===== src/design/mwm_pkg.sv =====
package mwm_pkg;

	localparam int CORDIC_STAGES_DEF = 16;
	localparam int ATAN_ENTRIES = 24;

	localparam int XW = 34;
	localparam int ZW = 33;
	localparam int SPW = 18;
	localparam int AW = 17;
	localparam int QW = 16;
	localparam int RW = 34;
	localparam int DW = 18;

	localparam logic [15:0] ONE_Q15 = 16'h8000;
	localparam logic [15:0] PHASE_OFS = 16'h2000;
	localparam logic [45:0] GAIN_Q30 = 46'd652032874;
	localparam logic signed [31:0] QUARTER_TURN = 32'sh4000_0000;
	localparam logic signed [ZW-1:0] HALF_TURN = 33'sh0_8000_0000;
	localparam logic signed [XW-1:0] ROUND_Q15 = 34'sd16384;

	typedef struct packed {
		logic signed [XW-1:0] x;
		logic signed [XW-1:0] y;
		logic signed [ZW-1:0] z;
		logic signed [15:0]   rot;
	} cordic_t;

	typedef struct packed {
		logic signed [SPW-1:0] sp;
		logic [QW-1:0]         quo;
		logic [RW-1:0]         rem;
	} lane_t;

	typedef struct packed {
		lane_t [3:0]   lane;
		logic [DW-1:0] dvs;
		logic          norm;
	} div_t;

	function automatic logic [31:0] atan_turn(input int i);
		logic [31:0] a;
		case (i)
			0: a = 32'd536870912;
			1: a = 32'd316933406;
			2: a = 32'd167458907;
			3: a = 32'd85004756;
			4: a = 32'd42667331;
			5: a = 32'd21354465;
			6: a = 32'd10679838;
			7: a = 32'd5340245;
			8: a = 32'd2670163;
			9: a = 32'd1335087;
			10: a = 32'd667544;
			11: a = 32'd333772;
			12: a = 32'd166886;
			13: a = 32'd83443;
			14: a = 32'd41722;
			15: a = 32'd20861;
			16: a = 32'd10430;
			17: a = 32'd5215;
			18: a = 32'd2608;
			19: a = 32'd1304;
			20: a = 32'd652;
			21: a = 32'd326;
			22: a = 32'd163;
			23: a = 32'd81;
			default: a = 32'd0;
		endcase
		return a;
	endfunction

endpackage


===== src/design/mwm_div_stage.sv =====
module mwm_div_stage #(
	parameter int BIT = 0
) (
	input  logic          clk,
	input  logic          arst_n,
	input  logic          en,
	input  logic          in_valid,
	input  mwm_pkg::div_t in_data,
	output logic          out_valid,
	output mwm_pkg::div_t out_data
);
	import mwm_pkg::*;

	logic [RW-1:0] sub;
	div_t          nxt;
	logic          valid_s1;
	div_t          data_s1;

	assign sub = RW'(in_data.dvs) << BIT;

	always_comb begin
		nxt = in_data;
		for (int k = 0; k < 4; k++) begin
			if (in_data.lane[k].rem >= sub) begin
				nxt.lane[k].rem = in_data.lane[k].rem - sub;
				nxt.lane[k].quo[BIT] = 1'b1;
			end
		end
	end

	always_ff @(posedge clk or negedge arst_n) begin
		if (!arst_n)
			valid_s1 <= 1'b0;
		else if (en)
			valid_s1 <= in_valid;
	end

	always_ff @(posedge clk) begin
		if (en)
			data_s1 <= nxt;
	end

	assign out_valid = valid_s1;
	assign out_data = data_s1;
endmodule

===== config.mk =====
export PLATFORM = sky130hd
export DESIGN_NAME = mwm_div_stage
export DESIGN_NICKNAME = d
export VERILOG_FILES = /design/src/design/mwm_pkg.sv /design/src/design/mwm_div_stage.sv
export SDC_FILE = /design/constraint.sdc
export NUM_CORES = 1
export LEC_CHECK = 0
export BUFFER_PORTS_ARGS = -buffer_cell sky130_fd_sc_hd__buf_2
export CORE_ASPECT_RATIO = 2
export CORE_MARGIN = 5
export CORE_UTILIZATION = 25
export DETAILED_ROUTE_END_ITERATION = 10
export GPL_ROUTABILITY_DRIVEN = 0
export SETUP_SLACK_MARGIN = 0.3
export SYNTH_ARGS = -nofsm -noshare
export SYNTH_HDL_FRONTEND = slang
export SYNTH_SLANG_ARGS = --single-unit

===== constraint.sdc =====
create_clock -name clk -period 2.6 [get_ports clk]
set_clock_uncertainty 0.15 [all_clocks]
set_input_delay 0.52 -clock clk [delete_from_list [all_inputs] [get_ports clk]]
set_output_delay 0.52 -clock clk [all_outputs]
set_load 0.01 [all_outputs]

==> metrics.txt <==
Mapped Cells=around 1,200; die height=around 350 um; Synth Cell Area=approximately 0.015 sq mm; pre-CTS setup slack=-1.10 ns; initial antenna violation count=18; Core Footprint=~0.058 sq mm; DR DRC count=0; total wire length=roughly 72,000 um; Top FF cell, synth=edfxtp_1; count of different cell masters after synthesis=64; remaining global-route overflow=0; CTS clk-pin slew, worst paths=around 0.070 ns; worst min path class=primary input to flip-flop; layout cells sized above 1=between 50% and 60%; largest net degree at the start of global routing=85; Final Critical Period=about 2.8 ns; CP endpoint kind=flip-flop; Synth top area share=about three fifths; placed wire-length estimate=between 50,000 and 60,000 um; CTS Root Buffer Type=clkbuf_16; vias in the first global route=~16,000; port bufs=about 590; CP Max Fanout=4; Starting Density=roughly a quarter; violated checks=setup timing; post-synth top area cell=edfxtp_1; Hold Vio Cnt, Final=0; # IOs=587; syn avg cell area=between 10 and 15 sq um; syn_nets=between 1,500 and 2,000; outcome=finished with violations; Fmax achieved=approximately 350 MHz; Longest Clk Path Bufs=3; CTS buffer count=30; register area share after synthesis=60.0%; routed length per instance=approximately 23 um; area growth from synthesis to layout=87.5%; die width=181 um; setup total negative slack=-13.53 ns; via count=14,800; NumNets Final=~2,800; Critical Path AT=between 3 and 4 ns; total die area=0.0636 sq mm; post-route ant nets=0; 1st-iter DRT viols=600; PD cells=about 530 mW/mm^2; synth warn=0; Critical Path RT=2.79 ns; first-pass GRT wire length=about 100,000 um; first-pass iteration count of the detailed router=5; crit path launch type=primary input; setup ws final=-0.245 ns; Worst slew margin=60.3%; H-tree levels=1; Post-synth EDFFs=291; synthesized flop and latch total=approximately 290; worst vdd ir=around 0.54 mV; row count=between 100 and 150; overall global routing resource usage=between 20% and 30%; CTS tree=done; final setup violating endpoints=around 120; max-slew violation count=0; Async SR Flop Fraction=less than 1%; Clock Latency Late Sink=between 0.5 and 0.6 ns; Leakage Power=11.7 nW; actual slew at the worst max-slew pin=~0.59 ns; post-DR vias/cell=~4.7; CP Class=primary input to flip-flop; Synth area leaders=edfxtp_1, ha_1, xnor2_1; post-route clock period utilization=109%; filler instances=5,147; RSZ-0062 raised after global routing=yes; clk sinks=between 200 and 300; max cap viols=0
-- cells by family after synthesis --
kind of cell    Yosys count  share of synthesized area, %
mux                      17                          1.30
compound gates          263                          11.4
xor+xnor                121                          7.26
buf+inv                  66                          1.75
fa+ha+maj                76                          6.72
flops                   292                          60.0
simple gates            335                          11.6
-- power breakdown --
part	switching [W]	total [W]	internal (W)
logic	0.00213	0.00419	0.00206
registers	0.000150	0.00591	0.00576
clock network	0.00202	0.00436	0.00235
total	0.00430	0.0145	0.0102
-- cell usage in the layout (no fill, tap or decap), types with 11 or more instances in the layout --
cell and count:
a21o_1 28, a21oi_1 50, a21oi_2 33, buf_12 22
buf_2 577, buf_4 345, buf_6 96, buf_8 13
clkbuf_16 31, clkinvlp_4 11, dlygate4sd3_1 154, edfxtp_1 291
ha_1 40, ha_4 32, inv_1 24, mux2_4 13
nand2_1 60, nand2_2 17, nand2b_1 12, nand3_1 19
nand4_1 16, nor2_1 54, nor2_2 12, nor2_4 16
nor3_1 11, o21ai_0 16, o21ai_1 11, o21ai_2 26
xnor2_1 52, xnor2_2 14, xor2_1 51
-- stage by stage --
stage	power, W	util [%]	hold WS, ns	instance area, sq um	cells
2_1_floorplan	0.00738	-	0.0744	15200	1170
3_3_place_gp	0.00929	37.2	0.147	21600	2837
3_5_place_dp	0.00932	37.2	0.148	21600	2837
4_1_cts	0.0143	45.1	0.00203	26200	3125
5_1_grt	0.0151	47.2	0.0297	27400	3174
6_report	0.0145	47.2	0.0450	27400	3177
-- layer usage --
layer / wire length, um / GRT usage [%] / up-vias / share of wire, %
met1: 25300 / 21.8 / 7107 / 35
met4: 2810 / 7.21 / 18 / 3.9
met2: 36600 / 38.7 / 647 / 51
met3: 6830 / 7.93 / 129 / 9.5
li1: - / - / 6888 / -
met5: 116 / 0 / - / 0.16
-- Yosys cell counts (all sizes together), types with 12 or more instances --
library cell / n
o21ai: 61
a21o: 29
nand4: 16
nor2: 82
a21oi: 89
nor3: 26
xnor2: 66
mux2: 16
o21a: 12
xor2: 55
nand2b: 14
clkbuf: 14
nand3: 31
nor4: 16
ha: 72
inv: 42
edfxtp: 291
nand2: 83
-- worst max-delay path, stage by stage --
cell and delay, ns:
buf_8 0.08, clkinvlp_4 0.08, buf_6 0.13, fa_2 0.35
a21o_1 0.18, a211o_1 0.31, a2111oi_4 0.41, o31ai_4 0.13
a211oi_4 0.34, a211o_4 0.20, buf_6 0.11, nor2_2 0.04
xor2_1 0.15
-- final cells by class --
type | count | area, sq um | share of cell area [%]
tap | 762 | 953 | 3.48
clock inverter | 20 | 161 | 0.590
clock buffer | 34 | 807 | 2.95
sequential | 292 | 8760 | 32.0
multi-input combinational | 812 | 7670 | 28.0
inverter | 42 | 215 | 0.786
antenna | 6 | 15.0 | 0.0548
timing repair buffer | 1209 | 8790 | 32.1
-- flip-flops by register name, indices dropped and copies added (netlist names) --
register,flops
out_data,291
out_valid,1
-- what timing repair did --
action                                  4_1_cts  5_1_grt
pin swaps                                   101      101
gates cloned                                  4        2
endpoints found under the setup margin      140      140
buffers inserted                             76       44
hold buffers                                154        0
resized for setup                           293      178
endpoints found under the hold margin       154        0
-- worst paths after layout --
check	start	to	slack (ns)	depth (start not counted)
min in group asynchronous	arst_n	out_valid$_DFFE_PN0P_	0.14	2
max in group asynchronous	arst_n	out_valid$_DFFE_PN0P_	2.07	2
setup reg to reg	out_valid$_DFFE_PN0P_	out_valid$_DFFE_PN0P_	1.70	1
hold / removal	in_data[121]	out_data[121]$_SDFFCE_PP1P_	0.04	2
hold reg to reg	out_valid$_DFFE_PN0P_	out_valid$_DFFE_PN0P_	0.38	1
setup / recovery	in_data[2]	out_data[176]$_DFFE_PP_	-0.25	13
Power figures use the tool's default switching activity.
