File: src/design/mwm_pkg.sv
package mwm_pkg;

	localparam int CORDIC_STAGES_DEF = 16;
	localparam int ATAN_ENTRIES = 24;

	localparam int XW = 34;
	localparam int ZW = 33;
	localparam int SPW = 18;
	localparam int AW = 17;
	localparam int QW = 16;
	localparam int RW = 34;
	localparam int DW = 18;

	localparam logic [15:0] ONE_Q15 = 16'h8000;
	localparam logic [15:0] PHASE_OFS = 16'h2000;
	localparam logic [45:0] GAIN_Q30 = 46'd652032874;
	localparam logic signed [31:0] QUARTER_TURN = 32'sh4000_0000;
	localparam logic signed [ZW-1:0] HALF_TURN = 33'sh0_8000_0000;
	localparam logic signed [XW-1:0] ROUND_Q15 = 34'sd16384;

	typedef struct packed {
		logic signed [XW-1:0] x;
		logic signed [XW-1:0] y;
		logic signed [ZW-1:0] z;
		logic signed [15:0]   rot;
	} cordic_t;

	typedef struct packed {
		logic signed [SPW-1:0] sp;
		logic [QW-1:0]         quo;
		logic [RW-1:0]         rem;
	} lane_t;

	typedef struct packed {
		lane_t [3:0]   lane;
		logic [DW-1:0] dvs;
		logic          norm;
	} div_t;

	function automatic logic [31:0] atan_turn(input int i);
		logic [31:0] a;
		case (i)
			0: a = 32'd536870912;
			1: a = 32'd316933406;
			2: a = 32'd167458907;
			3: a = 32'd85004756;
			4: a = 32'd42667331;
			5: a = 32'd21354465;
			6: a = 32'd10679838;
			7: a = 32'd5340245;
			8: a = 32'd2670163;
			9: a = 32'd1335087;
			10: a = 32'd667544;
			11: a = 32'd333772;
			12: a = 32'd166886;
			13: a = 32'd83443;
			14: a = 32'd41722;
			15: a = 32'd20861;
			16: a = 32'd10430;
			17: a = 32'd5215;
			18: a = 32'd2608;
			19: a = 32'd1304;
			20: a = 32'd652;
			21: a = 32'd326;
			22: a = 32'd163;
			23: a = 32'd81;
			default: a = 32'd0;
		endcase
		return a;
	endfunction

endpackage

File: src/design/mwm_prep.sv
module mwm_prep (
	input  logic               clk,
	input  logic               arst_n,
	input  logic               en,
	input  logic               in_valid,
	input  logic [15:0]        magnitude,
	input  logic [15:0]        angle,
	input  logic signed [15:0] rotation,
	output logic               out_valid,
	output mwm_pkg::cordic_t   out_data
);
	import mwm_pkg::*;

	logic [15:0]          mag_sat;
	logic [15:0]          ph;
	logic signed [31:0]   z_raw;
	logic signed [ZW-1:0] z_ext;
	logic signed [ZW-1:0] z_red;
	logic                 flip;
	logic [45:0]          prod;

	logic                 valid_s1;
	logic [30:0]          x0_s1;
	logic                 flip_s1;
	logic signed [ZW-1:0] z_s1;
	logic signed [15:0]   rot_s1;
	logic                 valid_s2;
	cordic_t              data_s2;
	logic signed [XW-1:0] x0_ext;

	assign mag_sat = (magnitude > ONE_Q15) ? ONE_Q15 : magnitude;
	assign ph = angle + PHASE_OFS;
	assign z_raw = signed'({ph, 16'h0000});
	assign z_ext = ZW'(z_raw);
	assign flip = (z_raw > QUARTER_TURN) || (z_raw < -QUARTER_TURN);
	assign prod = 46'(mag_sat) * GAIN_Q30;

	always_comb begin
		if (!flip)
			z_red = z_ext;
		else if (z_raw[31])
			z_red = z_ext + HALF_TURN;
		else
			z_red = z_ext - HALF_TURN;
	end

	assign x0_ext = signed'(XW'(x0_s1));

	always_ff @(posedge clk or negedge arst_n) begin
		if (!arst_n) begin
			valid_s1 <= 1'b0;
			valid_s2 <= 1'b0;
		end else if (en) begin
			valid_s1 <= in_valid;
			valid_s2 <= valid_s1;
		end
	end

	always_ff @(posedge clk) begin
		if (en) begin
			x0_s1 <= prod[45:15];
			flip_s1 <= flip;
			z_s1 <= z_red;
			rot_s1 <= rotation;
			data_s2.x <= flip_s1 ? -x0_ext : x0_ext;
			data_s2.y <= '0;
			data_s2.z <= z_s1;
			data_s2.rot <= rot_s1;
		end
	end

	assign out_valid = valid_s2;
	assign out_data = data_s2;
endmodule

File: config.mk
export PLATFORM = sky130hd
export DESIGN_NAME = mwm_prep
export DESIGN_NICKNAME = d
export VERILOG_FILES = /design/src/design/mwm_pkg.sv /design/src/design/mwm_prep.sv
export SDC_FILE = /design/constraint.sdc
export NUM_CORES = 1
export LEC_CHECK = 0
export BUFFER_PORTS_ARGS = -buffer_cell sky130_fd_sc_hd__buf_2
export CAP_MARGIN = 20
export CORE_MARGIN = 2
export CORE_UTILIZATION = 43
export DETAILED_ROUTE_END_ITERATION = 7
export PLACE_DENSITY_LB_ADDON = 0.3
export SLEW_MARGIN = 10
export SYNTH_ARGS = -nofsm -noshare
export SYNTH_HDL_FRONTEND = slang
export SYNTH_SLANG_ARGS = --single-unit
File: constraint.sdc
create_clock -name clk -period 4.7 [get_ports clk]
set_input_delay 0.235 -clock clk [delete_from_list [all_inputs] [get_ports clk]]
set_output_delay 0.235 -clock clk [all_outputs]
set_load 0.02 [all_outputs]
==> impl_metrics.toml <==
[layout]
syn2layout_area_growth_pct = 34.53
final_cell_area_um2 = 17600
nets = 1935
drive_above_1_share_pct = 35.04
diodes = 0
final_util_pct = 59.07

[timing]
hold_violations = 0
timing.hold.ws_ns = 0.02087
post-route-period-util_pct = 119.6
fin_crit_ns = 5.619
setup_tns_ns = -22.11
setup_violations = 31
max_freq_ghz = 0.1780
fin_skew_ns = 0.01222
finalMaxSlewViolations = 0
slew_headroom_pct = 30.19
tightest_slew_ns = 1.047
rsz0062_at_grt = "yes"
fin_ws_ns = -0.9189

[worst_setup_path]
end_kind = "register"
slowest_stage = "fa_1"
critPathMaxFanout = 5
crit_type = "in2reg"
crit_top_cell = "fa_1"
cp.arrival_ns = 5.82
r2r_setup_slack_ns = 1.44
cp_cell_sequence = "buf_6, nor4_4, a41o_1, and2_4, inv_2, fa_2, buf_6, fa_1, inv_1, fa_1, fa_1, fa_1, inv_2, fa_1, inv_2, ha_4, a21oi_4, o21ai_2, or2_4, o22ai_2, a21oi_4, a21oi_4, o21bai_1, xor2_1"
rr_worst_depth = 8
cp.depth = 24
startpoint_type = "input port"
regToRegStartpoint = "x0_s1[9]$_DFFE_PP_"
max_stage_delay_ns = 0.52
critical_path_required_ns = 4.90
critPathTopFamily = "adder cells"
rr_endpoint = "out_data[111]$_DFFE_PP_"
worst-path-buf-inv = 6

[placed_design]
gp_congestion = 0.9399
io_buffers = 119
dpl_cell_area_um2 = 15960
place_hpwl_um = 26450

[global_routing]
grt-busiest-layer = "met2"
grtUsageMet2_pct = 36.70
grt_start_max_net_pins = 80
grt_pass1_vias = 9896
grt_usage_pct = 20.43
gr-total-overflow = 0
antenna_found_initial = 0
grt_util_met3_pct = 2.302
global_route.usage.met1_pct = 25.83
grt_pass1_wl_um = 49740

[run_status]
violations = "setup timing"
status = "complete, but fails checks"

[clock_tree]
cts_tree = "done"
cts_made_buffers = 25
insertion_delay_ns = 0.45
clock-sinks = 132
cts_max_path_buffers = 3
root_buffer = "clkbuf_16"
cts.clk_slew.worst_paths_ns = 0.05
h-tree-depth = 4

[logic_synthesis]
syn_area_um2 = 13080
synth.area.top_cells = "edfxtp_1 (30%), fa_1 (27%), ha_1 (15%)"
post_synth_num_cell_types = 66
seq_area_frac_synth_pct = 30.22
synth.largest_area_cell = "edfxtp_1"
synthFlopType = "edfxtp_1"
synthArstFlopShare_pct = 1.515
syn_inst = 1139
ys_seq_elements = 132
synth_top_area_share_pct = 29.84
avgSynthCellArea_um2 = 11.49
synth_edf_count = 130
ys_warn_count = 0

[flow_run]
drv_cap = 0

[min_path]
min_path_cells = 1
hold_end = "out_data[36]$_DFFE_PP_"
hold_start = "en"
min_path_type = "in2reg"

[die]
start_util_pct = 43.91
die_area_um2 = 31840
die_w_um = 178.4
core_area_um2 = 29800
fp.dieH_um = 178.4
num_rows = 63
boundaryPins = 170

[detailed_routing]
detail_route.wl_per_cell_um = 16.35
drt_first_pass_iters = 5
drt_wl_total_um = 31850
ant_nets = 0
viasPerCell = 4.674
drc_errors = 0
vias = 9105
first_iter_violations = 301
cell type report:
class | instances | area [um^2]
flip-flops and latches | 132 | 3954
clock buffers | 29 | 650.6
repair buffers | 399 | 2846
multi-input cells | 730 | 8648
inverters | 264 | 994.7
fillers | 2459 | 12200
well taps | 390 | 488.0
clock inverters | 4 | 18.77
cell usage after synthesis, types with 2 or more instances:
cell / number
clkbuf_1: 10
fa_1: 176
o41ai_1: 2
a21oi_1: 38
or3_1: 4
nand2_1: 54
and2_1: 2
and3_1: 6
nand3_1: 9
o41ai_2: 2
mux2_2: 2
nor2b_1: 8
nor3_1: 4
xnor2_1: 49
inv_1: 263
o21a_1: 4
ha_1: 155
nand2b_1: 7
xor2_1: 13
a41oi_1: 2
nor4_1: 8
o21ai_0: 31
buf_4: 51
a21o_1: 15
o31ai_1: 7
or4_2: 2
nor2_1: 23
o21bai_1: 11
or2_2: 5
conb_1: 2
o31a_1: 2
o41a_1: 3
nand4_1: 4
or4_4: 2
edfxtp_1: 130
dfrtp_1: 2
a211oi_1: 2
through the flow:
stage	worst slack [ns]	std cells
finish	-0.9189	1948
global route	-1.124	1948
CTS	-0.8977	1946
detailed placement	-1.553	1865
global placement	-1.430	1865
floorplan	-0.9607	1189
timing repair:
| action | 4_1_cts | 5_1_grt |
|---|---|---|
| buffers inserted | 18 | 6 |
| hold buffers | 31 | 0 |
| hold endpoints to repair | 32 | 0 |
| pin swaps | 58 | 42 |
| resized for setup | 65 | 58 |
| endpoints found under the setup margin | 31 | 31 |
placed cells by master (no fill, tap or decap), drive strengths merged, types with 5 or more instances in the layout:
master       netlist  routed
buf               52     368
inv              263     263
fa               176     176
ha               155     155
edfxtp           130     130
nand2             54      54
conb               2      52
xnor2             49      49
a21oi             38      38
dlygate4sd3        0      31
o21ai             31      31
clkbuf            10      29
nor2              23      23
a21o              15      15
xor2              13      13
o21bai            11      11
nand3              9       9
nand2b             8       8
o31ai              8       8
nor2b              8       8
nor4               8       8
and3               6       6
or2                6       6
clkinv             1       5
or3                5       5
or4                5       5
routing by layer:
metal  wire, um  up-vias
met5          0        -
met4        791        0
met3       1386       48
met2      15600      229
met1      14070     4407
li1           -     4421
state kept, by name, summed over array words and instances (netlist names):
| register | cells |
|---|---|
| rot_s1 | 16 |
| out_data | 66 |
| flip_s1 | 1 |
| z_s1 | 16 |
| out_valid | 1 |
| x0_s1 | 31 |
| valid_s1 | 1 |
worst max path at each step:
stage                           to  slack, ns          start
2_1_floorplan  x0_s1[24]$_DFFE_PP_      -0.96  magnitude[11]
6_report       x0_s1[24]$_DFFE_PP_      -0.92  magnitude[11]
5_1_grt        x0_s1[30]$_DFFE_PP_      -1.12  magnitude[11]
3_5_place_dp   x0_s1[24]$_DFFE_PP_      -1.55  magnitude[11]
4_1_cts        x0_s1[27]$_DFFE_PP_      -0.90  magnitude[11]
3_3_place_gp   x0_s1[24]$_DFFE_PP_      -1.43  magnitude[11]
cell families (layout without fill, tap and decap cells):
logic type               after synthesis  count (layout)  synth area share [%]
adder cells (fa/ha/maj)              331             331                 41.76
buffers and inverters                327             696                 10.96
AND/OR/NAND/NOR                      147             147                 5.767
AO/OA/AOI/OAI                        136             136                 6.915
flip-flops                           132             132                 30.22
XOR/XNOR                              62              62                 4.151
other                                  2              52               0.05740
multiplexers                           2               2                0.1721
Power is not shown: default switching activity piles up to over one toggle a cycle in this logic, so the estimate is an artifact.
