==> src/design/mwm_pkg.sv <==
package mwm_pkg;

	localparam int CORDIC_STAGES_DEF = 16;
	localparam int ATAN_ENTRIES = 24;

	localparam int XW = 34;
	localparam int ZW = 33;
	localparam int SPW = 18;
	localparam int AW = 17;
	localparam int QW = 16;
	localparam int RW = 34;
	localparam int DW = 18;

	localparam logic [15:0] ONE_Q15 = 16'h8000;
	localparam logic [15:0] PHASE_OFS = 16'h2000;
	localparam logic [45:0] GAIN_Q30 = 46'd652032874;
	localparam logic signed [31:0] QUARTER_TURN = 32'sh4000_0000;
	localparam logic signed [ZW-1:0] HALF_TURN = 33'sh0_8000_0000;
	localparam logic signed [XW-1:0] ROUND_Q15 = 34'sd16384;

	typedef struct packed {
		logic signed [XW-1:0] x;
		logic signed [XW-1:0] y;
		logic signed [ZW-1:0] z;
		logic signed [15:0]   rot;
	} cordic_t;

	typedef struct packed {
		logic signed [SPW-1:0] sp;
		logic [QW-1:0]         quo;
		logic [RW-1:0]         rem;
	} lane_t;

	typedef struct packed {
		lane_t [3:0]   lane;
		logic [DW-1:0] dvs;
		logic          norm;
	} div_t;

	function automatic logic [31:0] atan_turn(input int i);
		logic [31:0] a;
		case (i)
			0: a = 32'd536870912;
			1: a = 32'd316933406;
			2: a = 32'd167458907;
			3: a = 32'd85004756;
			4: a = 32'd42667331;
			5: a = 32'd21354465;
			6: a = 32'd10679838;
			7: a = 32'd5340245;
			8: a = 32'd2670163;
			9: a = 32'd1335087;
			10: a = 32'd667544;
			11: a = 32'd333772;
			12: a = 32'd166886;
			13: a = 32'd83443;
			14: a = 32'd41722;
			15: a = 32'd20861;
			16: a = 32'd10430;
			17: a = 32'd5215;
			18: a = 32'd2608;
			19: a = 32'd1304;
			20: a = 32'd652;
			21: a = 32'd326;
			22: a = 32'd163;
			23: a = 32'd81;
			default: a = 32'd0;
		endcase
		return a;
	endfunction

endpackage

==> src/design/mwm_cordic_stage.sv <==
module mwm_cordic_stage #(
	parameter int IDX = 0
) (
	input  logic             clk,
	input  logic             arst_n,
	input  logic             en,
	input  logic             in_valid,
	input  mwm_pkg::cordic_t in_data,
	output logic             out_valid,
	output mwm_pkg::cordic_t out_data
);
	import mwm_pkg::*;

	logic signed [XW-1:0] dx;
	logic signed [XW-1:0] dy;
	logic signed [ZW-1:0] ang;
	cordic_t              nxt;
	logic                 valid_s1;
	cordic_t              data_s1;

	assign dx = in_data.y >>> IDX;
	assign dy = in_data.x >>> IDX;
	assign ang = signed'(ZW'(atan_turn(IDX)));

	always_comb begin
		nxt.rot = in_data.rot;
		if (!in_data.z[ZW-1]) begin
			nxt.x = in_data.x - dx;
			nxt.y = in_data.y + dy;
			nxt.z = in_data.z - ang;
		end else begin
			nxt.x = in_data.x + dx;
			nxt.y = in_data.y - dy;
			nxt.z = in_data.z + ang;
		end
	end

	always_ff @(posedge clk or negedge arst_n) begin
		if (!arst_n)
			valid_s1 <= 1'b0;
		else if (en)
			valid_s1 <= in_valid;
	end

	always_ff @(posedge clk) begin
		if (en)
			data_s1 <= nxt;
	end

	assign out_valid = valid_s1;
	assign out_data = data_s1;
endmodule

==> config.mk <==
export PLATFORM = sky130hd
export DESIGN_NAME = mwm_cordic_stage
export DESIGN_NICKNAME = d
export VERILOG_FILES = /design/src/design/mwm_pkg.sv /design/src/design/mwm_cordic_stage.sv
export SDC_FILE = /design/constraint.sdc
export NUM_CORES = 1
export LEC_CHECK = 0
export ABC_CLOCK_PERIOD_IN_PS = 1150
export BUFFER_PORTS_ARGS = -buffer_cell sky130_fd_sc_hd__buf_2
export CORE_MARGIN = 3
export CORE_UTILIZATION = 56
export CTS_BUF_LIST = sky130_fd_sc_hd__clkbuf_4
export CTS_CLUSTER_SIZE = 8
export DETAILED_ROUTE_END_ITERATION = 12
export PLACE_DENSITY = 0.94
export SLEW_MARGIN = 0
export SYNTH_ARGS = -nofsm -noshare
export SYNTH_HDL_FRONTEND = slang
export SYNTH_SLANG_ARGS = --single-unit
==> constraint.sdc <==
create_clock -name clk -period 1.15 [get_ports clk]
set_clock_uncertainty 0.1 [all_clocks]
set_input_delay 0.115 -clock clk [delete_from_list [all_inputs] [get_ports clk]]
set_output_delay 0.115 -clock clk [all_outputs]
set_load 0.02 [all_outputs]
==> results of run 1 <==
through the flow:
stage,TNS [ns],utilization (%),hold slack (ns),instance area (sq um)
detailed placement,-101.57,83.9,-0.205,13500
floorplan,-64.43,-,-0.281,9760
global placement,-93.77,83.9,-0.209,13500
CTS,-82.95,91.9,0.0712,14800
what timing repair did:
action / CTS
setup endpoints to repair: 179
endpoints found under the hold margin: 64
resized for setup: 98
buffers inserted: 14
hold buffers: 55
pin swaps: 35
logic make-up after synthesis:
logic type / Yosys count / share of synthesized area (%)
xor gates and xnor gates: 67 / 6.30
buffers and inverters: 150 / 6.14
AOI/OAI and AO/OA: 327 / 22.7
and+or+nand+nor: 211 / 11.1
muxes: 15 / 1.64
adders and majority gates: 105 / 14.4
DFF: 117 / 37.7
==> flow_summary.toml, run 1 <==
[logic_synthesis]
synth-seq-cells = 117
yosysUniqueCellTypes = 77
synth_fp_nets = 1218
synthFlopType = "edfxtp_1"
synth_edf_count = 116
synthTopCellsByCount = "a21oi_1 (118), edfxtp_1 (116), inv_1 (105)"
syn_inst = 992
synth_area_sq_um = 9310
yosysSeqAreaShare_pct = 37.7
syn_area_per_cell_sq_um = 9.38
async_flop_share_pct = 0.855
yosysWarnings = 0
yosys.cell_count.top_type = "a21oi_1"
synthTopCellsByArea = "edfxtp_1 (37%), ha_1 (14%), a21oi_1 (6.3%)"
synth_top_area_share_pct = 37.4
yosys.area.top_type = "edfxtp_1"

[sta]
grt-worst-endpoint = "out_data[81]$_DFFE_PP_/D"
worst_endpoint_kind = "register input"

[status]
status = "stopped before the end"
error = "[ERROR DPL-0038] Utilization greater than 100%, impossible to legalize"
lastStage = "global routing"

[clock_tree]
clock_path_buffers = 2
htree_levels = 4
cts_root_buf = "clkbuf_4"
cts_made_buffers = 17
cts.sink_count = 117

[floorplan]
rows = 46
initial_core_util_pct = 58.0
io_pins = 239
die_y_microns = 135
die_w_microns = 135

[global_routing]
grt_start_max_net_pins = 58

[place]
gp_congestion = 1.15
port_buffers = 238
pre_cts_ws_ns = -2.17
place_inst = 1723
hpwl_mm = 30.4
==> run 2, diff against run 1 <==
--- a/config.mk
+++ b/config.mk
@@ -8,11 +8,9 @@
 export ABC_CLOCK_PERIOD_IN_PS = 1150
 export BUFFER_PORTS_ARGS = -buffer_cell sky130_fd_sc_hd__buf_2
 export CORE_MARGIN = 3
-export CORE_UTILIZATION = 56
-export CTS_BUF_LIST = sky130_fd_sc_hd__clkbuf_4
-export CTS_CLUSTER_SIZE = 8
+export CORE_UTILIZATION = 40
 export DETAILED_ROUTE_END_ITERATION = 12
-export PLACE_DENSITY = 0.94
+export PLACE_DENSITY_LB_ADDON = 0.15
 export SLEW_MARGIN = 0
 export SYNTH_ARGS = -nofsm -noshare
 export SYNTH_HDL_FRONTEND = slang
==> run 2 against run 1 <==
Compared with the run above: the flow now finishes, with violations (setup timing); synthesized cell count did not move; area after synthesis stayed put.
==> flow_summary.toml, run 2 <==
[status]
status = "finished, violations left"
failed_checks = "setup timing"

[cells_and_area]
fin_util_pct = 76.7
area_delta_synth_final_pct = 87.6
layout_common_cells = "buf_4 (360), buf_6 (136), buf_2 (122)"
final_cells = 1981
drive_gt1_share_pct = 54.8
nFillCells = 1487
final_nets = 1880
fin_area_sq_um = 17500
final_common_cell = "buf_4"
largest_reg_flops = 116

[floorplan]
io_pins = 239
core_area_sq_um = 22800
die_y_microns = 159
rows = 55
die_area_sq_um = 25100
die_w_microns = 159
initial_core_util_pct = 40.9

[place]
hpwl_mm = 27.9
gp_congestion = 0.964
port_buffers = 238
place_area_sq_um = 13900
pre_cts_ws_ns = -2.05
place_inst = 1854

[logic_synthesis]
yosysSeqAreaShare_pct = 37.7
async_flop_share_pct = 0.855
synth-seq-cells = 117
synth_edf_count = 116
syn_inst = 992
synth_top_area_share_pct = 37.4
synth_area_sq_um = 9310
yosys.area.top_type = "edfxtp_1"
yosysUniqueCellTypes = 77
synthTopCellsByCount = "a21oi_1 (118), edfxtp_1 (116), inv_1 (105)"
synthTopCellsByArea = "edfxtp_1 (37%), ha_1 (14%), a21oi_1 (6.3%)"
synth_fp_nets = 1218
yosys.cell_count.top_type = "a21oi_1"
synthFlopType = "edfxtp_1"
yosysWarnings = 0
syn_area_per_cell_sq_um = 9.38

[detailed_routing]
postRouteAntennaNets = 0
drt_iter0_drc = 700
wl_met1_mm = 16.9
wl_met2_mm = 19.8
wl_per_cell_microns = 20.6
first_pass_iters = 6
viasPerCell = 5.36
drc_errors = 0
wl_met3_mm = 2.74
via_count = 10600
top_layer = "met4"
wirelength_mm = 40.9

[sta]
maxSlewViolCount = 0
setup_viol = 174
rsz0062_at_grt = "yes"
period_share_pct = 238
min_period_ns = 2.74
slew_headroom_pct = 58.6
tightest_slew_ns = 0.616
fmax_ghz = 0.365
hold_viol = 0
finalWorstSetupSlack_ns = -1.59

[clock_tree]
clock_path_buffers = 2
clk_latency_ns = 0.42
cts.sink_count = 117
htree_levels = 4
cts_made_buffers = 17
tritoncts = "yes"
cts_root_buf = "clkbuf_16"
path_clk_slew_ns = 0.06

[worst_hold_path]
hold_path_class = "primary input to flip-flop"

[setup_path]
crit_chain = "buf_8 -> ha_4 -> fa_2 -> nor2b_4 -> o311ai_4 -> a21boi_2 -> a211o_1 -> a211oi_2 -> nor2_2 -> a2111oi_4 -> a221oi_1 -> xnor2_1"
cp_slowest_cell = "a2111oi_4"
endpoint_kind = "flip-flop"
worst_ep_arrival_time_ns = 2.81
worst_path_largest_cell_delay_ns = 0.38
critical_path_class = "primary input to flip-flop"
worstSetupStartpointType = "primary input"
crit_fanout = 2
crit_required_ns = 1.21
r2r_setup_slack_ns = -0.01

[power_and_ir_drop]
leakage_uw = 0.00779
finalPower_uw = 20600
max-vdd-ir-drop_mv = 1.10
power.density_nw_per_um2 = 1180

[global_routing]
grt_pass1_vias = 10300
grt_pass1_wl_mm = 55.8
grt_start_max_net_pins = 38
antenna_found_initial = 0
grtUsageTotal_pct = 28.7
grt_overflow = 0

[flow_run]
max-cap-violations = 0
-- run 2: path summary, 6_finish.rpt --
| kind | from | endpoint | cells after the start |
|---|---|---|---|
| worst max-delay path | in_data[49] | out_data[81]$_DFFE_PP_ | 12 |
| worst min-delay path | in_data[46] | out_data[46]$_DFFE_PP_ | 2 |
| worst max register to register | out_valid$_DFFE_PN0P_ | out_valid$_DFFE_PN0P_ | 3 |
| worst min register to register | out_valid$_DFFE_PN0P_ | out_valid$_DFFE_PN0P_ | 3 |
| max in group asynchronous | arst_n | out_valid$_DFFE_PN0P_ | 3 |
| min in group asynchronous | arst_n | out_valid$_DFFE_PN0P_ | 3 |
-- run 2: cell families (layout without fill, tap and decap cells) --
family,count (synthesis),after routing,share of synthesized area [%]
DFF,117,117,37.7
AOI/OAI and AO/OA,327,327,22.7
xor gates and xnor gates,67,67,6.30
muxes,15,15,1.64
and+or+nand+nor,211,211,11.1
other,0,1,0
buffers and inverters,150,825,6.14
adders and majority gates,105,105,14.4
-- run 2: per-layer routing --
| layer | global-route usage [%] | up-vias |
|---|---|---|
| li1 | - | 4929 |
| met1 | 37.4 | 5122 |
| met2 | 48.3 | 480 |
| met3 | 4.89 | 93 |
| met4 | 9.63 | 0 |
| met5 | 0 | - |
-- run 2: layout make-up --
cell class / count / area [sq um] / area share (%)
multi-input cells: 725 / 6780 / 38.8
repair buffers: 686 / 5690 / 32.6
flip-flops and latches: 117 / 3510 / 20.1
inverters: 107 / 462 / 2.64
clock buffers: 17 / 425 / 2.44
well taps: 313 / 392 / 2.24
clock inverters: 15 / 195 / 1.12
diodes: 1 / 2.50 / 0.0143
-- run 2: worst max-delay path: cells and delay by family --
kind | cells | cell delay [ns]
AOI/OAI and AO/OA | 6 | 1.65
xor gates and xnor gates | 1 | 0.14
adders and majority gates | 2 | 0.53
buffers and inverters | 1 | 0.10
and+or+nand+nor | 2 | 0.27
-- run 2: what timing repair did --
item,in CTS,in global routing
hold buffers,50,0
endpoints found under the setup margin,180,242
cloned,0,2
endpoints found under the hold margin,48,0
resized for setup,252,271
pin swaps,76,75
setup buffers,33,24
-- run 2: through the flow --
stage          setup TNS (ns)  hold WS, ns
2_1_floorplan          -64.43       -0.281
3_3_place_gp           -98.19       -0.210
3_5_place_dp           -98.74       -0.210
4_1_cts                -66.36      0.00995
5_1_grt                -79.86       0.0567
6_report               -73.80       0.0494
-- run 2: power breakdown --
group / internal (uW) / switching (uW)
Combinational: 4430 / 4610
Clock: 3480 / 2290
Sequential: 5450 / 312
Power figures use the tool's default switching activity.
