**src/design/mwm_pkg.sv**
```systemverilog
package mwm_pkg;

	localparam int CORDIC_STAGES_DEF = 16;
	localparam int ATAN_ENTRIES = 24;

	localparam int XW = 34;
	localparam int ZW = 33;
	localparam int SPW = 18;
	localparam int AW = 17;
	localparam int QW = 16;
	localparam int RW = 34;
	localparam int DW = 18;

	localparam logic [15:0] ONE_Q15 = 16'h8000;
	localparam logic [15:0] PHASE_OFS = 16'h2000;
	localparam logic [45:0] GAIN_Q30 = 46'd652032874;
	localparam logic signed [31:0] QUARTER_TURN = 32'sh4000_0000;
	localparam logic signed [ZW-1:0] HALF_TURN = 33'sh0_8000_0000;
	localparam logic signed [XW-1:0] ROUND_Q15 = 34'sd16384;

	typedef struct packed {
		logic signed [XW-1:0] x;
		logic signed [XW-1:0] y;
		logic signed [ZW-1:0] z;
		logic signed [15:0]   rot;
	} cordic_t;

	typedef struct packed {
		logic signed [SPW-1:0] sp;
		logic [QW-1:0]         quo;
		logic [RW-1:0]         rem;
	} lane_t;

	typedef struct packed {
		lane_t [3:0]   lane;
		logic [DW-1:0] dvs;
		logic          norm;
	} div_t;

	function automatic logic [31:0] atan_turn(input int i);
		logic [31:0] a;
		case (i)
			0: a = 32'd536870912;
			1: a = 32'd316933406;
			2: a = 32'd167458907;
			3: a = 32'd85004756;
			4: a = 32'd42667331;
			5: a = 32'd21354465;
			6: a = 32'd10679838;
			7: a = 32'd5340245;
			8: a = 32'd2670163;
			9: a = 32'd1335087;
			10: a = 32'd667544;
			11: a = 32'd333772;
			12: a = 32'd166886;
			13: a = 32'd83443;
			14: a = 32'd41722;
			15: a = 32'd20861;
			16: a = 32'd10430;
			17: a = 32'd5215;
			18: a = 32'd2608;
			19: a = 32'd1304;
			20: a = 32'd652;
			21: a = 32'd326;
			22: a = 32'd163;
			23: a = 32'd81;
			default: a = 32'd0;
		endcase
		return a;
	endfunction

endpackage

```
**src/design/mwm_mix.sv**
```systemverilog
module mwm_mix (
	input  logic             clk,
	input  logic             arst_n,
	input  logic             en,
	input  logic             in_valid,
	input  mwm_pkg::cordic_t in_data,
	output logic             out_valid,
	output mwm_pkg::div_t    out_data
);
	import mwm_pkg::*;

	function automatic logic signed [16:0] to_q15(input logic signed [XW-1:0] v);
		logic signed [XW-1:0] sh;
		logic signed [16:0]   r;
		sh = (v + ROUND_Q15) >>> 15;
		if (sh > 34'sd32768)
			r = 17'sd32768;
		else if (sh < -34'sd32768)
			r = -17'sd32768;
		else
			r = sh[16:0];
		return r;
	endfunction

	logic                  valid_s1, valid_s2, valid_s3;
	logic signed [16:0]    cos_s1, sin_s1;
	logic signed [15:0]    rot_s1;
	logic signed [SPW-1:0] sp [4];
	logic [AW-1:0]         ab [4];
	logic signed [SPW-1:0] sp_s2 [4];
	logic [AW-1:0]         ab_s2 [4];
	logic signed [SPW-1:0] c_e, s_e, r_e;
	logic [AW-1:0]         m01, m23, big;
	div_t                  data_s3;

	assign c_e = SPW'(cos_s1);
	assign s_e = SPW'(sin_s1);
	assign r_e = SPW'(rot_s1);

	always_comb begin
		sp[0] = -(s_e + r_e);
		sp[1] = c_e - r_e;
		sp[2] = -(c_e + r_e);
		sp[3] = s_e - r_e;
		for (int k = 0; k < 4; k++)
			ab[k] = sp[k][SPW-1] ? AW'(-sp[k]) : AW'(sp[k]);
	end

	assign m01 = (ab_s2[1] > ab_s2[0]) ? ab_s2[1] : ab_s2[0];
	assign m23 = (ab_s2[3] > ab_s2[2]) ? ab_s2[3] : ab_s2[2];
	assign big = (m23 > m01) ? m23 : m01;

	always_ff @(posedge clk or negedge arst_n) begin
		if (!arst_n) begin
			valid_s1 <= 1'b0;
			valid_s2 <= 1'b0;
			valid_s3 <= 1'b0;
		end else if (en) begin
			valid_s1 <= in_valid;
			valid_s2 <= valid_s1;
			valid_s3 <= valid_s2;
		end
	end

	always_ff @(posedge clk) begin
		if (en) begin
			cos_s1 <= to_q15(in_data.x);
			sin_s1 <= to_q15(in_data.y);
			rot_s1 <= in_data.rot;
			for (int k = 0; k < 4; k++) begin
				sp_s2[k] <= sp[k];
				ab_s2[k] <= ab[k];
				data_s3.lane[k].sp <= sp_s2[k];
				data_s3.lane[k].quo <= '0;
				data_s3.lane[k].rem <= {1'b0, ab_s2[k], 16'h0000} + RW'(big);
			end
			data_s3.dvs <= {big, 1'b0};
			data_s3.norm <= big > AW'(ONE_Q15);
		end
	end

	assign out_valid = valid_s3;
	assign out_data = data_s3;
endmodule

```
**config.mk**
```make
export PLATFORM = sky130hd
export DESIGN_NAME = mwm_mix
export DESIGN_NICKNAME = d
export VERILOG_FILES = /design/src/design/mwm_pkg.sv /design/src/design/mwm_mix.sv
export SDC_FILE = /design/constraint.sdc
export NUM_CORES = 1
export LEC_CHECK = 0
export BUFFER_PORTS_ARGS = -buffer_cell sky130_fd_sc_hd__buf_2
export CORE_ASPECT_RATIO = 1.25
export CORE_MARGIN = 2
export CORE_UTILIZATION = 35
export CTS_CLUSTER_DIAMETER = 30
export DETAILED_ROUTE_END_ITERATION = 8
export GPL_ROUTABILITY_DRIVEN = 1
export GPL_TIMING_DRIVEN = 0
export HOLD_SLACK_MARGIN = 0.05
export MAX_ROUTING_LAYER = met4
export PLACE_DENSITY = 0.55
export SYNTH_ARGS = -nofsm -noshare
export SYNTH_HDL_FRONTEND = slang
export SYNTH_SLANG_ARGS = --single-unit
export TNS_END_PERCENT = 50
```
**constraint.sdc**
```tcl
create_clock -name clk -period 7.62 [get_ports clk]
set_input_delay 0.381 -clock clk [delete_from_list [all_inputs] [get_ports clk]]
set_output_delay 0.381 -clock clk [all_outputs]
set_load 0.005 [all_outputs]
```
==> results of run 1 <==
## power groups by stage
stage / clock network (mW) / registers [mW] / logic (mW)
6_report: 2.70 / 3.14 / 3.35
5_1_grt: 2.83 / 3.19 / 3.71
4_1_cts: 2.75 / 3.15 / 3.37
3_5_place_dp: 0 / 3.18 / 3.33
3_3_place_gp: 0 / 3.19 / 3.28
2_1_floorplan: 0 / 3.02 / 2.13
## cells by family (layout without fill, tap and decap cells)
logic type	Yosys count	count (layout)	synth area share, %
AOI/OAI and AO/OA	263	263	8.65
xor gates and xnor gates	206	206	8.74
adders and majority gates	169	169	10.4
buffers and inverters	324	736	8.27
DFF	347	347	50.4
muxes	57	57	2.80
other	1	66	0.0182
and+or+nand+nor	446	446	10.8
## flip-flops by register name, summed over array words and instances, names as in the netlist
signal / flops
valid_s2: 1
sin_s1: 17
cos_s1: 17
out_valid: 1
rot_s1: 16
ab_s2: 66
valid_s1: 1
out_data: 160
sp_s2: 68
## synth_stat cells, drive strengths merged, types with 4 or more instances
master and instances:
a211o 6, ha 165, nor3 34, and3 11
or4 8, a21oi 73, xnor2 155, o41ai 6
buf 133, nand3b 4, o31a 4, o211ai 8
nand2 83, nor4 23, a211oi 14, and4 6
o21bai 8, nand3 58, a41oi 4, o311ai 4
a21o 20, inv 170, nor2b 14, o31ai 21
mux2 6, clkbuf 21, o21ai 41, a31oi 11
nand4 25, edfxtp 344, nand2b 24, xor2 51
or3 13, fa 4, and2 7, o21a 14
mux2i 51, or2 9, nor2 119
## cell usage in the layout (no fill, tap or decap), types with 60 or more instances in the layout
| cell | count |
|---|---|
| a21oi_1 | 71 |
| buf_2 | 281 |
| buf_4 | 132 |
| clkbuf_16 | 60 |
| conb_1 | 65 |
| edfxtp_1 | 344 |
| ha_1 | 165 |
| inv_1 | 168 |
| nand2_1 | 83 |
| nor2_1 | 119 |
| xnor2_1 | 155 |
## stage by stage
| stage | power, mW | area [µm²] | hold WS, ns | TNS (ns) | cells |
|---|---|---|---|---|---|
| finish | 9.18 | 25600 | 0.0938 | 0 | 3047 |
| global placement | 6.47 | 23300 | 0.175 | -3.29 | 2916 |
| detailed placement | 6.51 | 23300 | 0.179 | -0.479 | 2918 |
| CTS | 9.27 | 25600 | 0.0599 | 0 | 3045 |
| floorplan | 5.15 | 20900 | 0.0854 | 0 | 1877 |
| global route | 9.74 | 25600 | 0.0685 | 0 | 3047 |
## worst paths after layout
path,start,end,depth (start not counted)
worst max-delay path,ab_s2[0][13],out_data[51],26
worst min-delay path,arst_n,valid_s1,2
worst max register to register,ab_s2[0][13],out_data[51],26
worst min register to register,sp_s2[1][6],out_data[143],0
max in group asynchronous,arst_n,out_valid,2
min in group clk,in_data[116],cos_s1[16],2
## worst max-delay path, delay by kind of cell, from the launching register on
| kind | cells | cell delay (ns) |
|---|---|---|
| multiplexers | 2 | 0.76 |
| buffers and inverters | 4 | 1.08 |
| AO/OA/AOI/OAI | 6 | 1.35 |
| flip-flops | 1 | 0.31 |
| adder cells (fa/ha/maj) | 4 | 1.15 |
| XOR/XNOR | 1 | 0.35 |
| AND/OR/NAND/NOR | 9 | 1.74 |
## cell type report
class / instances / area, µm²
clock inverters: 46 / 552
clock buffers: 63 / 1510
repair buffers: 303 / 1660
diodes: 1 / 2.50
plain buffers: 154 / 1070
fillers: 5502 / 32800
flip-flops and latches: 347 / 10400
well taps: 757 / 947
multi-input cells: 1206 / 8790
inverters: 170 / 638
## per-layer routing
metal | global-route usage (%) | part of all wire [%] | up-vias
met5 | - | 0 | -
met4 | 7.97 | 4.0 | 0
met3 | 2.50 | 4.2 | 108
met2 | 33.2 | 51 | 428
met1 | 20.6 | 40 | 6742
li1 | - | - | 7202
## repair_timing
action	CTS	global route
setup endpoints to repair	3	3
hold buffers	18	0
hold endpoints to repair	20	0
gates resized for setup	2	5
buffers inserted	0	1
==> flow_summary.json, run 1 <==
{
  "outcome": "completed",
  "yosys.area.top_type_share_pct": 50.0,
  "grt_pass1_wl_um": 83600,
  "syn-cell-area_um2": 20700,
  "r2r_slack_ns": 0.65,
  "switching_share_pct": 35.1,
  "place_congestion": 0.910,
  "maxCapViolations": 0,
  "ir_drop_mv": 0.246,
  "crit_top_cell": "ha_1",
  "yosysWarnings": 0,
  "ys_seq_area_share_pct": 50.4,
  "cts_buffers": 60,
  "crit_type": "reg -> reg",
  "power.net_switching_mw": 3.22,
  "areaGrowthSynthToFinish_pct": 23.9,
  "cts_root_buf": "clkbuf_16",
  "power_frac_seq_pct": 34.2,
  "io_buffers": 282,
  "grt_pass1_vias": 14200,
  "period_share_pct": 91.5,
  "finClkSkew_ns": 0.0150,
  "wl_per_cell_um": 18.3,
  "grt_usage_pct": 18.5,
  "slowest_delay_ns": 0.44,
  "clock_path_buffers": 3,
  "critical_path.slowest_cell": "mux2i_4",
  "antenna_found_initial": 1,
  "path_max_fanout": 10,
  "yosysUniqueCellTypes": 76,
  "num_io_pins": 413,
  "finalHoldViolCount": 0,
  "synth-edff-count": 344,
  "drive_gt1_share_pct": 24.1,
  "die_x_um": 221,
  "cp.arrival_ns": 7.37,
  "drtIter0Drc": 703,
  "cp-start-kind": "flip-flop",
  "synthCells": 1813,
  "postLayoutSetupSlackWorst_ns": 0.646,
  "rsz0062_at_grt": "no",
  "ctsHtreeMaxLevel": 2,
  "synth_top_area_cell": "edfxtp_1",
  "vias": 14500,
  "max-slew-margin-rel_pct": 31.0,
  "path_clk_slew_ns": 0.05,
  "p_leak_nw": 10.9,
  "slew_violations": 0,
  "cellPowerDensity_nw_per_um2": 359,
  "cts_sinks": 347,
  "worst-slew-pin-transition_ns": 1.02,
  "synth_ff_type": "edfxtp_1",
  "clkPwrFrac_pct": 29.4,
  "fin_crit_ns": 6.97,
  "routed_via_density": 4.75,
  "cts_tree": "yes",
  "initial_core_util_pct": 35.4,
  "ant_nets": 0,
  "yosys_register_bits": 347,
  "finalWirelength_um": 55900,
  "remaining_drc_errors": 0,
  "fp.dieH_um": 276,
  "syn_area_per_cell_um2": 11.4,
  "comb_power_share_pct": 36.5,
  "required_ns": 8.01,
  "first_pass_iters": 7,
  "globalRouteOverflowTotal": 0,
  "grt_max_degree": 129,
  "netlist_top_cells_area": "edfxtp_1 (50%), ha_1 (10%), xnor2_1 (6.6%), buf_4 (4.8%), inv_1 (3.1%)",
  "place_ws_ns": -0.257,
  "internal_power_mw": 5.96,
  "ys_async_sr_fraction_pct": 0.865,
  "dp_hpwl_um": 45000,
  "hold_path.class": "in -> async",
  "fp.coreArea_um2": 58300,
  "utilization_pct": 43.9,
  "fmax_mhz": 143,
  "end_kind": "flip-flop",
  "setup_viol": 0,
  "row_count": 99,
  "fin_nets": 2532,
  "die_area_um2": 61000,
  "clk_latency_ns": 0.62
}
No activity file was read; power rests on OpenSTA's default activity.
==> inputs of run 2 (changes only) <==
--- a/config.mk
+++ b/config.mk
@@ -7,7 +7,7 @@
 export LEC_CHECK = 0
 export BUFFER_PORTS_ARGS = -buffer_cell sky130_fd_sc_hd__buf_2
 export CORE_ASPECT_RATIO = 1.25
-export CORE_MARGIN = 2
+export CORE_MARGIN = 1
 export CORE_UTILIZATION = 35
 export CTS_CLUSTER_DIAMETER = 30
 export DETAILED_ROUTE_END_ITERATION = 8
==> run 2 against run 1 <==
Hold slack improved by 0.040 ns. Clock power increased by 7%. Clock skew increased by 0.017 ns. Via count grew 0.81%. Largest cell class unchanged. Largest power group unchanged.
==> flow_summary.json, run 2 (same netlist as run 1, synthesis figures left out) <==
{
  "globalRouteOverflowTotal": 0,
  "clk_latency_ns": 0.61,
  "setup_viol": 0,
  "fin_nets": 2542,
  "cts_root_buf": "clkbuf_16",
  "r2r_slack_ns": 0.77,
  "period_share_pct": 89.9,
  "clkPwrFrac_pct": 30.9,
  "io_buffers": 282,
  "antenna_found_initial": 2,
  "num_io_pins": 413,
  "power.net_switching_mw": 3.29,
  "p_leak_nw": 11.0,
  "wl_per_cell_um": 18.1,
  "p_total_mw": 9.38,
  "slew_violations": 0,
  "cts_tree": "yes",
  "required_ns": 7.90,
  "crit_chain": "inv_1 > ha_1 > and4_1 > a21oi_1 > o211ai_1 > a22oi_1 > clkbuf_2 > clkbuf_2 > mux2i_1 > inv_1 > ha_1 > a21o_1 > a21o_1 > a221o_1 > a221oi_1 > o211ai_1 > mux2i_4 > ha_1 > nand4_1 > nor2_1 > nand3_1 > nor4_1",
  "final_cells": 3063,
  "fin_crit_ns": 6.85,
  "grt_max_degree": 127,
  "dp_hpwl_um": 44200,
  "reg2regPathDepth": 22,
  "routed_via_density": 4.77,
  "end_kind": "flip-flop",
  "finalWirelength_um": 55500,
  "cts_sinks": 347,
  "switching_share_pct": 35.0,
  "worst-slew-pin-transition_ns": 0.939,
  "path_max_fanout": 10,
  "initial_core_util_pct": 35.4,
  "cellPowerDensity_nw_per_um2": 363,
  "remaining_drc_errors": 0,
  "internal_power_mw": 6.10,
  "grt_pass1_wl_um": 81500,
  "grt_usage_pct": 18.8,
  "path_clk_slew_ns": 0.05,
  "fp.coreArea_um2": 58300,
  "row_count": 99,
  "drive_gt1_share_pct": 24.7,
  "critical_path.slowest_cell": "nor4_1",
  "die_area_um2": 60000,
  "fmax_mhz": 146,
  "n_fill_cell": 5467,
  "placed_cells": 2918,
  "die_x_um": 219,
  "crit_top_cell": "ha_1",
  "max-slew-margin-rel_pct": 36.9,
  "totalNegativeSetupSlack_ns": 0,
  "outcome": "completed",
  "areaGrowthSynthToFinish_pct": 25.0,
  "finClkSkew_ns": 0.0316,
  "first_pass_iters": 5,
  "slowest_delay_ns": 0.62,
  "hold_path.class": "in -> async",
  "vias": 14600,
  "crit_type": "reg -> reg",
  "place_congestion": 0.927,
  "rsz0062_at_grt": "no",
  "drtIter0Drc": 732,
  "cp.arrival_ns": 7.13,
  "grt_pass1_vias": 14200,
  "final_common_cell": "edfxtp_1",
  "maxCapViolations": 0,
  "r2r-end": "out_data[52]",
  "fp.dieH_um": 274,
  "clock_path_buffers": 3,
  "whs_ns": 0.134,
  "cts_buffers": 67,
  "ctsHtreeMaxLevel": 3,
  "comb_power_share_pct": 35.7,
  "largest_reg_flops": 160,
  "cp-start-kind": "flip-flop",
  "ir_drop_mv": 0.190,
  "r2r-start": "ab_s2[2][4]",
  "power_frac_seq_pct": 33.4,
  "finalHoldViolCount": 0,
  "layout_common_cells": "edfxtp_1 (344), buf_2 (282), inv_1 (168)",
  "ant_nets": 0
}
## run 2: worst max-delay path, delay by kind of cell (launching register included)
| family | cells | cell delay, ns |
|---|---|---|
| and+or+nand+nor | 5 | 1.57 |
| muxes | 2 | 0.63 |
| AOI/OAI and AO/OA | 8 | 1.89 |
| buffers and inverters | 4 | 1.04 |
| adders and majority gates | 3 | 0.93 |
| DFF | 1 | 0.47 |
## run 2: worst max-delay path by stage
stage / depth (start not counted) / startpoint / end / slack, ns
finish: 22 / ab_s2[2][4] / out_data[52] / 0.77
global placement: 25 / ab_s2[2][4] / out_data[51] / -0.57
CTS: 26 / ab_s2[0][13] / out_data[51] / 0.06
floorplan: 26 / ab_s2[0][13] / out_data[51] / 1.72
global route: 25 / ab_s2[2][4] / out_data[51] / 0.23
detailed placement: 25 / ab_s2[2][4] / out_data[51] / -0.21
## run 2: cell type report
type | instances | area (µm²) | area share, %
flip-flops and latches | 347 | 10400 | 40.3
multi-input cells | 1206 | 8790 | 34.1
clock buffers | 70 | 1710 | 6.62
repair buffers | 306 | 1680 | 6.52
plain buffers | 154 | 1070 | 4.16
well taps | 757 | 947 | 3.67
inverters | 170 | 638 | 2.47
clock inverters | 52 | 561 | 2.17
diodes | 1 | 2.50 | 0.00969
## run 2: metal layers
| metal | up-vias | global-route usage, % | wire length [µm] |
|---|---|---|---|
| met3 | 113 | 3.18 | 2290 |
| met1 | 6815 | 20.7 | 22700 |
| met4 | 0 | 7.55 | 1830 |
| met5 | - | - | 0 |
| met2 | 446 | 33.3 | 28700 |
| li1 | 7223 | - | - |
## run 2: power by group through the flow
stage,combinational (mW),clock (mW),sequential (mW)
2_1_floorplan,2.13,0,3.02
3_3_place_gp,3.25,0,3.18
3_5_place_dp,3.30,0,3.18
4_1_cts,3.34,2.96,3.15
5_1_grt,3.72,3.04,3.18
6_report,3.35,2.90,3.13
## run 2: repair_timing
item                                    CTS  global route
hold buffers                             18             0
gates resized for setup                   2             5
pin swaps                                 0             0
endpoints found under the setup margin    4             6
endpoints found under the hold margin    20             0
buffers inserted                          0             3
## run 2: through the flow
stage	cell area [µm²]	util (%)	worst slack, ns
floorplan	20900	-	1.72
global placement	23300	39.9	-0.574
detailed placement	23300	40.0	-0.210
CTS	25800	44.2	0.0598
global route	25800	44.2	0.230
finish	25800	44.2	0.772
==> inputs of run 3 (changes only) <==
--- a/config.mk
+++ b/config.mk
@@ -12,7 +12,7 @@
 export CTS_CLUSTER_DIAMETER = 30
 export DETAILED_ROUTE_END_ITERATION = 8
 export GPL_ROUTABILITY_DRIVEN = 1
-export GPL_TIMING_DRIVEN = 0
+export GPL_TIMING_DRIVEN = 1
 export HOLD_SLACK_MARGIN = 0.05
 export MAX_ROUTING_LAYER = met4
 export PLACE_DENSITY = 0.55
==> run 3 against run 2 <==
Register-to-register slack gained 0.34 ns. Combinational power is 9.9% lower. Total power shrank 5.0%. Final area shrank 4.6%. Maximum frequency grew 5.2%. Setup slack improved by 0.34 ns. Utilization is 2.0 points lower. Clock skew rose by 0.013 ns. Die area did not move. Via count decreased by 4.0%. Critical path depth stayed put. Critical endpoint is now out_data[51]. Highest routed layer unchanged.
==> flow_summary.json, run 3 (same netlist as run 1, synthesis figures left out) <==
{
  "grt_pass1_wl_um": 79600,
  "row_count": 99,
  "globalRouteOverflowTotal": 0,
  "ctsHtreeMaxLevel": 2,
  "end_kind": "flip-flop",
  "postLayoutSetupSlackWorst_ns": 1.11,
  "die_x_um": 219,
  "cts_root_buf": "clkbuf_16",
  "dp_hpwl_um": 42500,
  "cp.arrival_ns": 6.85,
  "max-slew-margin-rel_pct": 18.7,
  "totalNegativeSetupSlack_ns": 0,
  "period_share_pct": 85.4,
  "crit_type": "reg -> reg",
  "crit_cells": 22,
  "place_ws_ns": 1.14,
  "die_area_um2": 60000,
  "fin_nets": 2388,
  "routed_via_density": 4.82,
  "cts_tree": "yes",
  "fp.coreArea_um2": 58300,
  "comb_power_share_pct": 33.9,
  "cts_sinks": 347,
  "antenna_found_initial": 2,
  "path_max_fanout": 12,
  "post_cts_buffers": 0,
  "final_cells": 2908,
  "remaining_drc_errors": 0,
  "reg2regPathDepth": 22,
  "cts_buffers": 61,
  "clk_latency_ns": 0.64,
  "whs_ns": 0.108,
  "cp.buffers_inverters": 0,
  "maxCapViolations": 0,
  "critical_path.slowest_cell": "mux2i_1",
  "layout_common_cells": "edfxtp_1 (344), buf_2 (285), inv_1 (168)",
  "power.net_switching_mw": 3.17,
  "rsz0062_at_grt": "no",
  "finalHoldViolCount": 0,
  "n_fill_cell": 5495,
  "grt_usage_pct": 18.2,
  "p_total_mw": 8.91,
  "grt_max_degree": 141,
  "drtIter0Drc": 634,
  "vias": 14000,
  "largest_reg_flops": 160,
  "clock_path_buffers": 3,
  "slew_violations": 0,
  "num_io_pins": 413,
  "wl_per_cell_um": 18.3,
  "grt_pass1_vias": 13800,
  "areaGrowthSynthToFinish_pct": 19.3,
  "place_congestion": 0.898,
  "placed_cells": 2774,
  "finClkSkew_ns": 0.0448,
  "required_ns": 7.97,
  "critical-path-top-delay-family": "compound AO/OA/AOI/OAI gates",
  "fmax_mhz": 154,
  "ant_nets": 0,
  "clkPwrFrac_pct": 31.1,
  "first_pass_iters": 5,
  "fp.dieH_um": 274,
  "crit_chain": "ha_1 > nand4_1 > nor3_1 > nand4_1 > and2_1 > a22oi_2 > mux2i_1 > ha_1 > a21o_1 > a21o_1 > a221o_1 > a221oi_1 > o211ai_1 > mux2i_1 > ha_1 > ha_1 > nand3_1 > nor2_1 > nand2_1 > nor2_1 > nand4_1 > xnor2_1",
  "hold_path.class": "in -> async",
  "power_frac_seq_pct": 35.1,
  "setup_viol": 0,
  "internal_power_mw": 5.75,
  "switching_share_pct": 35.5,
  "path_clk_slew_ns": 0.06,
  "post_cts_resized": 0,
  "outcome": "completed",
  "finalWirelength_um": 53300,
  "ir_drop_mv": 0.221,
  "cellPowerDensity_nw_per_um2": 362,
  "cp-start-kind": "flip-flop",
  "p_leak_nw": 10.2,
  "slowest_delay_ns": 0.63,
  "initial_core_util_pct": 35.4,
  "fin_crit_ns": 6.51,
  "drive_gt1_share_pct": 19.9,
  "crit_top_cell": "ha_1",
  "final_common_cell": "edfxtp_1",
  "io_buffers": 286,
  "worst-slew-pin-transition_ns": 1.21
}
## run 3: cell count changes in the layout (fill, tap and decap cells not counted), sizes merged
cell      change
clkbuf       -24
clkinvlp      -2
buf         -126
inv           -3
clkinv        -3
bufinv        +2
diode         +1
## run 3: area by class of cell
type	count	area (µm²)	area share (%)
sequential	347	10400	42.2
multi-input combinational	1206	8790	35.7
timing repair buffer	312	1690	6.88
clock buffer	68	1550	6.30
tap	757	947	3.84
inverter	170	638	2.59
clock inverter	46	604	2.45
antenna	2	5.00	0.0203
## run 3: path summary, 6_finish.rpt
check / from / endpoint / slack, ns
min: arst_n / valid_s1 / 0.11
max: ab_s2[1][14] / out_data[51] / 1.11
min reg2reg: sp_s2[3][13] / out_data[286] / 0.40
max reg2reg: ab_s2[1][14] / out_data[51] / 1.11
max in group asynchronous: arst_n / valid_s2 / 7.41
min in group clk: in_data[116] / cos_s1[16] / 0.11
## run 3: routing by layer
layer  vias up  GRT usage [%]  share of wire, %
li1       6927              -                 -
met1      6557           20.5                41
met2       429           32.5                52
met3        97           2.50               3.9
met4         0           6.32               3.0
met5         -              -                 0
## run 3: repair_timing
| action | in CTS | in global routing |
|---|---|---|
| endpoints found under the hold margin | 20 | 0 |
| hold buffers | 18 | 0 |
| setup endpoints to repair | 0 | 0 |
## run 3: power by group through the flow
stage / Sequential, mW / Clock [mW] / Combinational (mW)
6_report: 3.13 / 2.77 / 3.02
5_1_grt: 3.19 / 2.91 / 3.37
4_1_cts: 3.14 / 2.83 / 3.05
3_5_place_dp: 3.17 / 0 / 3.02
3_3_place_gp: 3.17 / 0 / 3.00
2_1_floorplan: 3.02 / 0 / 2.13
## run 3: through the flow
step | instance area, µm² | utilization, %
2_1_floorplan | 20900 | -
3_3_place_gp | 22300 | 38.2
3_5_place_dp | 22300 | 38.2
4_1_cts | 24600 | 42.2
5_1_grt | 24600 | 42.2
6_report | 24600 | 42.2
